--- config.mk ---
export PLATFORM = sky130hd
export DESIGN_NAME = square_wave_channel_with_sweep_core
export DESIGN_NICKNAME = d
export VERILOG_FILES = /design/src/hw/rtl/sws_pkg.sv /design/src/hw/rtl/square_wave_channel_with_sweep_core.sv /design/src/hw/rtl/sws_duty.sv /design/src/hw/rtl/sws_step.sv
export SDC_FILE = /design/constraint.sdc
export NUM_CORES = 1
export LEC_CHECK = 0
export ABC_AREA = 1
export BUFFER_PORTS_ARGS = -buffer_cell sky130_fd_sc_hd__buf_4
export CAP_MARGIN = 20
export CORE_ASPECT_RATIO = 1.25
export CORE_UTILIZATION = 50
export CTS_CLUSTER_DIAMETER = 30
export DETAILED_ROUTE_END_ITERATION = 7
export PLACE_DENSITY = 0.73
export SKIP_LAST_GASP = 1
export SLEW_MARGIN = 20
export SYNTH_ARGS = -nofsm -noshare
export SYNTH_HDL_FRONTEND = slang
export SYNTH_SLANG_ARGS = --single-unit
--- constraint.sdc ---
create_clock -name clk -period 3.2 [get_ports clk]
set_input_delay 0.64 -clock clk [delete_from_list [all_inputs] [get_ports clk]]
set_output_delay 0.64 -clock clk [all_outputs]
set_load 0.1 [all_outputs]
--- src/hw/rtl/sws_pkg.sv ---
`timescale 1ns / 1ps
// ----------------------------------------------------------------------------
// sws_pkg
// Types, codes and small helper functions shared by the square-wave channel.
// ----------------------------------------------------------------------------
package sws_pkg;

	localparam int unsigned NUM_DUTY   = 4;
	localparam int unsigned WAVE_STEPS = 8;

	// item operation codes
	typedef enum logic [2:0] {
		OP_WRITE      = 3'd0,
		OP_READ       = 3'd1,
		OP_FREQ_TICK  = 3'd2,
		OP_LEN_TICK   = 3'd3,
		OP_ENV_TICK   = 3'd4,
		OP_SWEEP_TICK = 3'd5,
		OP_CLEAR      = 3'd6,
		OP_NONE       = 3'd7
	} sws_op_t;

	// channel register indexes
	localparam logic [2:0] REG_SWEEP    = 3'd0;
	localparam logic [2:0] REG_DUTY_LEN = 3'd1;
	localparam logic [2:0] REG_ENVELOPE = 3'd2;
	localparam logic [2:0] REG_FREQ_LO  = 3'd3;
	localparam logic [2:0] REG_FREQ_HI  = 3'd4;

	localparam logic [11:0] FREQ_LIMIT   = 12'd2048;
	localparam logic [6:0]  LENGTH_FULL  = 7'd64;
	localparam logic [3:0]  TIMER_DEFAULT = 4'd8;
	localparam logic [3:0]  LEVEL_MAX    = 4'd15;
	localparam logic [7:0]  READ_IDLE    = 8'hFF;

	// duty register reset values
	localparam logic [7:0] DUTY_WAVE_0_RST = 8'h01;
	localparam logic [7:0] DUTY_WAVE_1_RST = 8'h81;
	localparam logic [7:0] DUTY_WAVE_2_RST = 8'h87;
	localparam logic [7:0] DUTY_WAVE_3_RST = 8'h7E;

	typedef struct packed {
		sws_op_t    operation;
		logic [2:0] reg_index;
		logic [7:0] write_value;
	} sws_item_t;

	typedef struct packed {
		logic [15:0] period_timer;
		logic [2:0]  wave_step;
		logic [6:0]  length_counter;
		logic        length_stop;
		logic        running;
		logic        dac_on;
		logic [3:0]  envelope_timer;
		logic [2:0]  envelope_period;
		logic        envelope_up;
		logic [3:0]  start_volume;
		logic [3:0]  level;
		logic        envelope_running;
		logic [3:0]  sweep_timer;
		logic [2:0]  sweep_period;
		logic        sweep_down;
		logic [2:0]  sweep_shift;
		logic        sweep_running;
		logic [10:0] shadow_frequency;
		logic [10:0] frequency;
		logic [1:0]  duty_select;
	} sws_state_t;

	// timer reload for a frequency: (2048 - f) * 4, always below 2^14
	function automatic logic [15:0] period_load(input logic [10:0] freq);
		logic [11:0] diff;
		diff = FREQ_LIMIT - {1'b0, freq};
		return {2'b00, diff, 2'b00};
	endfunction

	// a zero period reloads with eight
	function automatic logic [3:0] timer_reload(input logic [2:0] period);
		return (period != 3'd0) ? {1'b0, period} : TIMER_DEFAULT;
	endfunction

	// next sweep frequency, may reach 2048 or more when sweeping up
	function automatic logic [11:0] sweep_calc(input logic [10:0] shadow,
			input logic [2:0] shift, input logic down);
		logic [11:0] delta;
		delta = {1'b0, shadow} >> shift;
		return down ? ({1'b0, shadow} - delta) : ({1'b0, shadow} + delta);
	endfunction

endpackage

--- src/hw/rtl/square_wave_channel_with_sweep_core.sv ---
`timescale 1ns / 1ps
// ----------------------------------------------------------------------------
// square_wave_channel_with_sweep_core
// Square-wave sound channel with frequency sweep, envelope and length counter.
// ----------------------------------------------------------------------------
// Each input word (register write or read, one of the four ticks, or clear)
// is taken into an input register and, once the output register is free or
// drains, applied to the channel state in a single pass of logic while its
// result word is loaded into the output register. A new word is accepted
// every cycle as long as the output side keeps draining. The duty waveform
// registers are to be written through the configuration port only while no
// word is in flight; the user must keep to this, the block does not enforce it.
module square_wave_channel_with_sweep_core (
	input  logic       clk,
	input  logic       arst_n,
	input  logic       in_valid,
	output logic       in_stall,
	input  logic [2:0] operation,
	input  logic [2:0] reg_index,
	input  logic [7:0] write_value,
	output logic       out_valid,
	input  logic       out_stall,
	output logic [7:0] read_data,
	output logic [3:0] sample,
	output logic       channel_on,
	input  logic       cfg_write_en,
	input  logic [1:0] cfg_index,
	input  logic [7:0] cfg_data
);
	import sws_pkg::*;

	sws_item_t  item_s1;
	logic       valid_s1;
	sws_state_t state_q;
	sws_state_t state_nxt;
	logic [7:0] read_byte;
	logic       wave_bit;
	logic       advance;
	logic       in_take;

	// word moves to the output register when that register is free or drains
	assign advance  = valid_s1 && (!out_valid || !out_stall);
	assign in_stall = valid_s1 && !advance;
	assign in_take  = in_valid && !in_stall;

	always_ff @(posedge clk or negedge arst_n) begin
		if (!arst_n) begin
			valid_s1 <= 1'b0;
		end else if (in_take) begin
			valid_s1 <= 1'b1;
		end else if (advance) begin
			valid_s1 <= 1'b0;
		end
	end

	always_ff @(posedge clk) begin
		if (in_take) begin
			item_s1.operation   <= sws_op_t'(operation);
			item_s1.reg_index   <= reg_index;
			item_s1.write_value <= write_value;
		end
	end

	sws_step u_step (
		.state_cur (state_q),
		.item      (item_s1),
		.state_nxt (state_nxt),
		.read_byte (read_byte)
	);

	sws_duty u_duty (
		.clk          (clk),
		.arst_n       (arst_n),
		.cfg_write_en (cfg_write_en),
		.cfg_index    (cfg_index),
		.cfg_data     (cfg_data),
		.duty_select  (state_nxt.duty_select),
		.wave_step    (state_nxt.wave_step),
		.wave_bit     (wave_bit)
	);

	always_ff @(posedge clk or negedge arst_n) begin
		if (!arst_n) begin
			state_q   <= '0;
			out_valid <= 1'b0;
		end else if (advance) begin
			state_q   <= state_nxt;
			out_valid <= 1'b1;
		end else if (!out_stall) begin
			out_valid <= 1'b0;
		end
	end

	always_ff @(posedge clk) begin
		if (advance) begin
			read_data  <= read_byte;
			sample     <= (state_nxt.running && state_nxt.dac_on && wave_bit) ?
				state_nxt.level : 4'd0;
			channel_on <= state_nxt.running;
		end
	end

endmodule

--- src/hw/rtl/sws_duty.sv ---
`timescale 1ns / 1ps
// ----------------------------------------------------------------------------
// sws_duty
// Duty waveform registers with write port, and waveform bit lookup.
// ----------------------------------------------------------------------------
module sws_duty (
	input  logic       clk,
	input  logic       arst_n,
	input  logic       cfg_write_en,
	input  logic [1:0] cfg_index,
	input  logic [7:0] cfg_data,
	input  logic [1:0] duty_select,
	input  logic [2:0] wave_step,
	output logic       wave_bit
);
	import sws_pkg::*;

	logic [NUM_DUTY-1:0][7:0] duty_wave_q;

	always_ff @(posedge clk or negedge arst_n) begin
		if (!arst_n) begin
			duty_wave_q[0] <= DUTY_WAVE_0_RST;
			duty_wave_q[1] <= DUTY_WAVE_1_RST;
			duty_wave_q[2] <= DUTY_WAVE_2_RST;
			duty_wave_q[3] <= DUTY_WAVE_3_RST;
		end else if (cfg_write_en) begin
			duty_wave_q[cfg_index] <= cfg_data;
		end
	end

	assign wave_bit = duty_wave_q[duty_select][wave_step];

endmodule

--- src/hw/rtl/sws_step.sv ---
`timescale 1ns / 1ps
// ----------------------------------------------------------------------------
// sws_step
// Next-state and read-byte logic for one channel word.
// ----------------------------------------------------------------------------
module sws_step (
	input  sws_pkg::sws_state_t state_cur,
	input  sws_pkg::sws_item_t  item,
	output sws_pkg::sws_state_t state_nxt,
	output logic [7:0]          read_byte
);
	import sws_pkg::*;

	sws_state_t  s;
	logic [11:0] sweep_res;
	logic [7:0]  v;

	always_comb begin
		s         = state_cur;
		v         = item.write_value;
		read_byte = READ_IDLE;
		sweep_res = '0;
		case (item.operation)
			OP_WRITE: begin
				unique case (item.reg_index)
					REG_SWEEP: begin
						s.sweep_shift  = v[2:0];
						s.sweep_down   = v[3];
						s.sweep_period = v[6:4];
					end
					REG_DUTY_LEN: begin
						s.length_counter = LENGTH_FULL - {1'b0, v[5:0]};
						s.duty_select    = v[7:6];
					end
					REG_ENVELOPE: begin
						s.envelope_period = v[2:0];
						s.envelope_up     = v[3];
						s.start_volume    = v[7:4];
						s.dac_on          = (v[7:4] != 4'd0) || v[3];
					end
					REG_FREQ_LO: begin
						s.frequency    = {s.frequency[10:8], v};
						s.period_timer = period_load(s.frequency);
					end
					REG_FREQ_HI: begin
						s.frequency    = {v[2:0], s.frequency[7:0]};
						s.period_timer = period_load(s.frequency);
						s.length_stop  = v[6];
						if (v[7]) begin
							s.running = 1'b1;
							if (s.length_counter == 7'd0) begin
								s.length_counter = LENGTH_FULL;
							end
							s.envelope_running = (s.start_volume != 4'd0) || s.envelope_up;
							s.envelope_timer   = timer_reload(s.envelope_period);
							s.level            = s.start_volume;
							s.shadow_frequency = s.frequency;
							s.sweep_timer      = timer_reload(s.sweep_period);
							s.sweep_running    = (s.sweep_period != 3'd0) ||
								(s.sweep_shift != 3'd0);
							// overflow check only, result not stored
							if (s.sweep_shift != 3'd0) begin
								sweep_res = sweep_calc(s.shadow_frequency, s.sweep_shift,
									s.sweep_down);
								if (sweep_res >= FREQ_LIMIT) begin
									s.running = 1'b0;
								end
							end
						end
					end
					default: begin
					end
				endcase
			end
			OP_READ: begin
				unique case (item.reg_index)
					REG_SWEEP:    read_byte = {1'b1, s.sweep_period, s.sweep_down, s.sweep_shift};
					REG_DUTY_LEN: read_byte = {s.duty_select, 6'h3F};
					REG_ENVELOPE: read_byte = {s.start_volume, s.envelope_up, s.envelope_period};
					REG_FREQ_HI:  read_byte = {1'b1, s.length_stop, 3'b000, s.frequency[10:8]};
					default:      read_byte = READ_IDLE;
				endcase
			end
			OP_FREQ_TICK: begin
				s.period_timer = s.period_timer - 16'd1;
				if (s.period_timer == 16'd0) begin
					s.period_timer = period_load(s.frequency);
					s.wave_step    = s.wave_step + 3'd1;
				end
			end
			OP_LEN_TICK: begin
				if ((s.length_counter != 7'd0) && s.length_stop) begin
					s.length_counter = s.length_counter - 7'd1;
					if (s.length_counter == 7'd0) begin
						s.running = 1'b0;
					end
				end
			end
			OP_ENV_TICK: begin
				s.envelope_timer = s.envelope_timer - 4'd1;
				if (s.envelope_timer == 4'd0) begin
					s.envelope_timer = timer_reload(s.envelope_period);
					if (s.envelope_running && (s.envelope_period != 3'd0)) begin
						if (s.envelope_up) begin
							if (s.level < LEVEL_MAX) s.level = s.level + 4'd1;
						end else begin
							if (s.level != 4'd0) s.level = s.level - 4'd1;
						end
					end
					if ((s.level == 4'd0) || (s.level == LEVEL_MAX)) begin
						s.envelope_running = 1'b0;
					end
				end
			end
			OP_SWEEP_TICK: begin
				s.sweep_timer = s.sweep_timer - 4'd1;
				if (s.sweep_timer == 4'd0) begin
					s.sweep_timer = timer_reload(s.sweep_period);
					if (s.sweep_running && (s.sweep_period != 3'd0)) begin
						sweep_res = sweep_calc(s.shadow_frequency, s.sweep_shift, s.sweep_down);
						if (sweep_res >= FREQ_LIMIT) begin
							s.running = 1'b0;
						end else if (s.sweep_shift != 3'd0) begin
							s.shadow_frequency = sweep_res[10:0];
							s.frequency        = sweep_res[10:0];
							s.period_timer     = period_load(sweep_res[10:0]);
						end
					end
				end
			end
			OP_CLEAR: begin
				s = '0;
			end
			default: begin
			end
		endcase
		state_nxt = s;
	end

endmodule
======== After elaboration in Yosys (flattened, before gate mapping) ========
Cells that the tools add are included.
storage, ports and cells
  bits in read-only memories .............. 0
  bits in latches ......................... 0
  memory bits (writable) .................. 0
  memories kept ........................... 0
  register bits after elaboration ......... 143
  output and inout port bits .............. 15
cells by class
  shift-type cells ........................ 2
  reductions and logical operators ........ 51
  $lt $le $gt $ge ......................... 7
  muxes and demuxes ....................... 73
  equal/unequal tests ..................... 30
  bitwise gates (word level) .............. 0
  multiply operators ...................... 0
  add/sub/neg operators ................... 16
  divide/modulo/power cells ............... 0
operator list
  kind                    number
  $mux 22                 4
  $pmux 22 s3             1
  $mux 16                 4
  $pmux 16 s4             1
  $mux 12                 4
  $mux 4                  12
  $sub 12x11->12 const A  4
  $bwmux 32               1
  $pmux 16 s2             1
  $pmux 8 s2              2
  $pmux 8 s4              1
  $mux 7                  4
  $add 11x12->12          2
  $ge 12x12->1 const B    2
  $mux 8                  3
  $pmux 4 s3              2
  $reduce_and 8->1        3
  $shr 11x3->12           2
  $sub 11x12->12          2
  $pmux 11 s2             1
  $pmux 7 s3              1
  $mux 19                 1
  $mux 9                  2
  $reduce_bool 3->1       6
  other kinds (44)        113

======== Logic depth before layout (Yosys ltp) ========
  depth in word-level cells ............... 11
  mapped depth ............................ 34
  gate-level depth less buffers ........... 32

======== Hierarchy ========
Synthesis repeated with hierarchy kept, for this count alone.
unflattened totals
  cell total of the unflattened synthesis .. 1852
  area, all modules ....................... 12289.3 um^2
by module, submodules not included
  module                               cells each  area each (um^2)  instances
  sws_step                             1256        6571.3            1
  square_wave_channel_with_sweep_core  403         4170.2            1
  sws_duty                             193         1547.7            1

======== Least setup slack after synthesis ========
No wires, ideal clock.
  path type ............................... reg2reg
  from .................................... register state_q[25] (netlist bit)
  to ...................................... register state_q[5] (netlist bit)
  path buffers ............................ 2
  period minus slack after synthesis ...... 3.561 ns
  cell stages (with the launch flop) ...... 31
  arrival ................................. 3.439 ns
  slack ................................... -0.361 ns
  setup time .............................. 0.122 ns
  required time ........................... 3.078 ns
  cell sequence ........................... dfrtp_1 > buf_6 > or2_1 > nand2_1 > nand2_1 > nand3_1 > nand2_1 > inv_1 > ha_1 > nand3_1 > nor2_1 > nand4_1 > o21ai_0 > xor2_1 > inv_1 > ha_1 > inv_1 > o21bai_1 > a31oi_1 > o211ai_1 > inv_1 > nand3_1 > nand2_1 > nand2_1 > nand2_2 > nand2_4 > nor2_4 > nand2_4 > buf_6 > nand2_1 > o21ai_2
between the ends
  cells in the longest elaborated chain, start to end .. 8
RTL lines
  item                                                    RTL line                                   source
  start: declaration                                      square_wave_channel_with_sweep_core.sv:34  sws_state_t state_q;
  start signal: assignment                                square_wave_channel_with_sweep_core.sv:87  state_q <= state_nxt;
  branches (longest 8 deep; another with $add 11x12->12)  --
Parallel ways; which one is timed is not known. The select of a mux whose other input is x is not followed.
A chain may end at the register's enable or synchronous reset.

======== Worst setup path in the final report ========
  from .................................... register state_q[25] (netlist bit)
  to ...................................... register state_q[7] (netlist bit)
Same word-level chain as after synthesis.

==> reports/results.ini <==
[run_status]
status = complete, but fails checks
violations = setup timing

[layout]
drive_above_1_share = 0.2469
nFillCells = 1786
diodes = 0
layout_common_cells = nand2_1 (440), buf_4 (218), inv_1 (169)
area_growth_pct = 29.15
nNetsFinal = 1842
utilization = 0.6623
fin_cells = 2060
final_cell_area_um2 = 13840
layout_commonest_cell = nand2_1

[pwr]
power_frac_comb = 0.656
swShare = 0.4654
clkPwrFrac = 0.142
netSwitchingPower_uw = 6768
p_leak_uw = 0.006754
intPower_uw = 7774
pwr_density_cell_nw_per_um2 = 1051
ir_drop_v = 0.0007460
power_uw = 14540
p_seq_frac = 0.202

[sta]
drv_slew = 0
setup_viol = 44
grt_setup_unrepaired = true
fmax_mhz = 255.4
tightest_slew_ns = 0.6986
final_hold_viol_count = 0
fin_crit_sh = 1.224
period_needed_ns = 3.916
fin_tns_setup_ns = -27.93
fin_ws_ns = -0.7161
skew_ns = 0.01233
max_slew_margin = 0.5294

[worst_setup_path]
cp.arrival_ns = 4.23
crit_top_cell = nand2_2
cpLargestDelayFamily = simple AND/OR/NAND/NOR gates
critical_path.max_stage_delay_ns = 0.45
startpoint_type = register
crit_type = register to register
cp_max_fo = 8
cp-end-kind = register
path_buf_inv = 6
r2r_cells = 29
cp_slowest_cell = dfrtp_2
reg2reg_to = state_q[7]
ff2ff_setup_slack_ns = -0.72
regToRegStartpoint = state_q[25]
cp.required_ns = 3.51

[clock_network]
clock-sinks = 143
cts_made_buffers = 17
cts_tree = built
insertion_delay_ns = 0.43
clk_pin_slew_worst_paths_ns = 0.07
cts-htree-levels = 4
cts_buffer_depth = 2
cts-root-buf = clkbuf_16

[synth]
yosys_warnings = 0
avgSynthCellArea_um2 = 6.845
async_reset_ff_frac = 0.8112
ys_ff_latch = 143
syn_nets = 1634
synthTopCellsByArea = dfrtp_1 (24%), nand2_1 (16%), o21ai_0 (7.9%)
synth_edf_count = 27
synthesis.area_um2 = 10710
netlist_instances = 1565
netlist.area_leader.share = 0.2406
synth_top_area_cell = dfrtp_1
synth-seq-area-share = 0.3482
synthDistinctLibCells = 53
synthFlopType = dfrtp_1

[route]
ant_nets = 0
drc_errors = 0
post_drt_wl_per_cell_um = 15.96
totalWireLength_um = 32880
vias = 11510
drtIter0Drc = 805
via_per_inst = 5.585
firstDrtPassIters = 6

[global_route]
antenna_found_initial = 0
grt_max_degree = 47
grt_pass1_wl_um = 53110
overflow = 0
grt_use_total = 0.3017
first_global_vias = 10980

[placement]
io_buffers = 43
dpl_cell_area_um2 = 12560
gp_congestion = 0.9477
dpl.hpwl_um = 24200
dpl.cell_count = 2007

[floorplan]
initial_core_util = 0.5128
fp-row-count = 59
io_pins = 44
die_area_um2 = 22020
core_area_um2 = 20890
die_h_um = 165.7
die_w_um = 132.9

[worst_hold_path]
min_path_type = input pin to async pin

[flow_run]
maxCapViolCount = 0

-- cell usage after synthesis (all sizes together) (4+ instances only) --
cell type / instances
nand2: 486
o21ai: 184
inv: 181
nand3: 143
nor2: 131
dfrtp: 103
a21oi: 63
ha: 39
xor2: 29
edfxtp: 27
buf: 24
clkbuf: 21
nor3: 17
a31oi: 16
xnor2: 15
dfstp: 13
o211ai: 12
o22ai: 12
nand4: 9
nor4: 5
o31ai: 5
or2: 5
nand3b: 4
-- repair_timing --
action,4_1_cts,5_1_grt
cloned,3,2
setup endpoints to repair,44,44
resized for setup,61,74
pin swaps,30,34
hold buffers,0,0
setup buffers,9,8
-- worst max path at each step --
stage	cells past startpoint	slack, ns	to	from
floorplan	29	-0.27	state_q[5]	state_q[25]
global placement	28	-0.62	state_q[78]	state_q[25]
finish	29	-0.72	state_q[7]	state_q[25]
CTS	28	-0.56	state_q[11]	state_q[25]
global route	30	-0.86	state_q[7]	state_q[25]
detailed placement	27	-0.70	state_q[7]	state_q[25]
-- per-layer routing --
layer | vias up | GRT usage | wire (um)
met2 | 429 | 0.5263 | 16740
met4 | 0 | 0.1524 | 1402
met5 | - | 0 | 0
li1 | 5580 | - | -
met1 | 5393 | 0.3615 | 13100
met3 | 104 | 0.03979 | 1634
-- registers in the layout, indices dropped and copies added (netlist names) --
register,count
channel_on,1
item_s1,14
out_valid,1
read_data,8
sample,4
state_q,82
u_duty.duty_wave_q,32
valid_s1,1
-- power groups by stage --
stage / registers, uW / logic, uW / clock network [uW]
after global routing: 2980 / 10500 / 2170
after detailed placement: 2920 / 8480 / 0
after CTS: 2900 / 8980 / 2070
after floorplan: 2870 / 5190 / 0
after global placement: 2920 / 8350 / 0
final: 2930 / 9550 / 2060
-- through the flow --
| step | hold WS (ns) | setup slack, ns |
|---|---|---|
| after floorplan | 0.3444 | -0.2685 |
| after global placement | 0.4583 | -0.6230 |
| after detailed placement | 0.4688 | -0.7039 |
| after CTS | 0.2106 | -0.5557 |
| after global routing | 0.2316 | -0.8559 |
| final | 0.1850 | -0.7161 |
-- area by class of cell --
type / count / area [um^2] / area share
repair inverters: 2 / 22.52 / 0.001628
flip-flops and latches: 143 / 3732 / 0.2698
multi-input cells: 1195 / 6608 / 0.4776
well taps: 274 / 342.8 / 0.02478
clock inverters: 13 / 135.1 / 0.009767
repair buffers: 230 / 1802 / 0.1302
clock buffers: 19 / 475.5 / 0.03436
inverters: 184 / 718.2 / 0.05191
-- cell families (layout without fill, tap and decap cells) --
group	count (synthesis)	in the layout	synth area share
flops	143	143	0.3482
buf+inv	229	448	0.08783
fa+ha+maj	40	40	0.04742
compound gates	307	307	0.1599
xor+xnor	44	44	0.03597
simple gates	802	804	0.3207
Power figures use the tool's default switching activity.
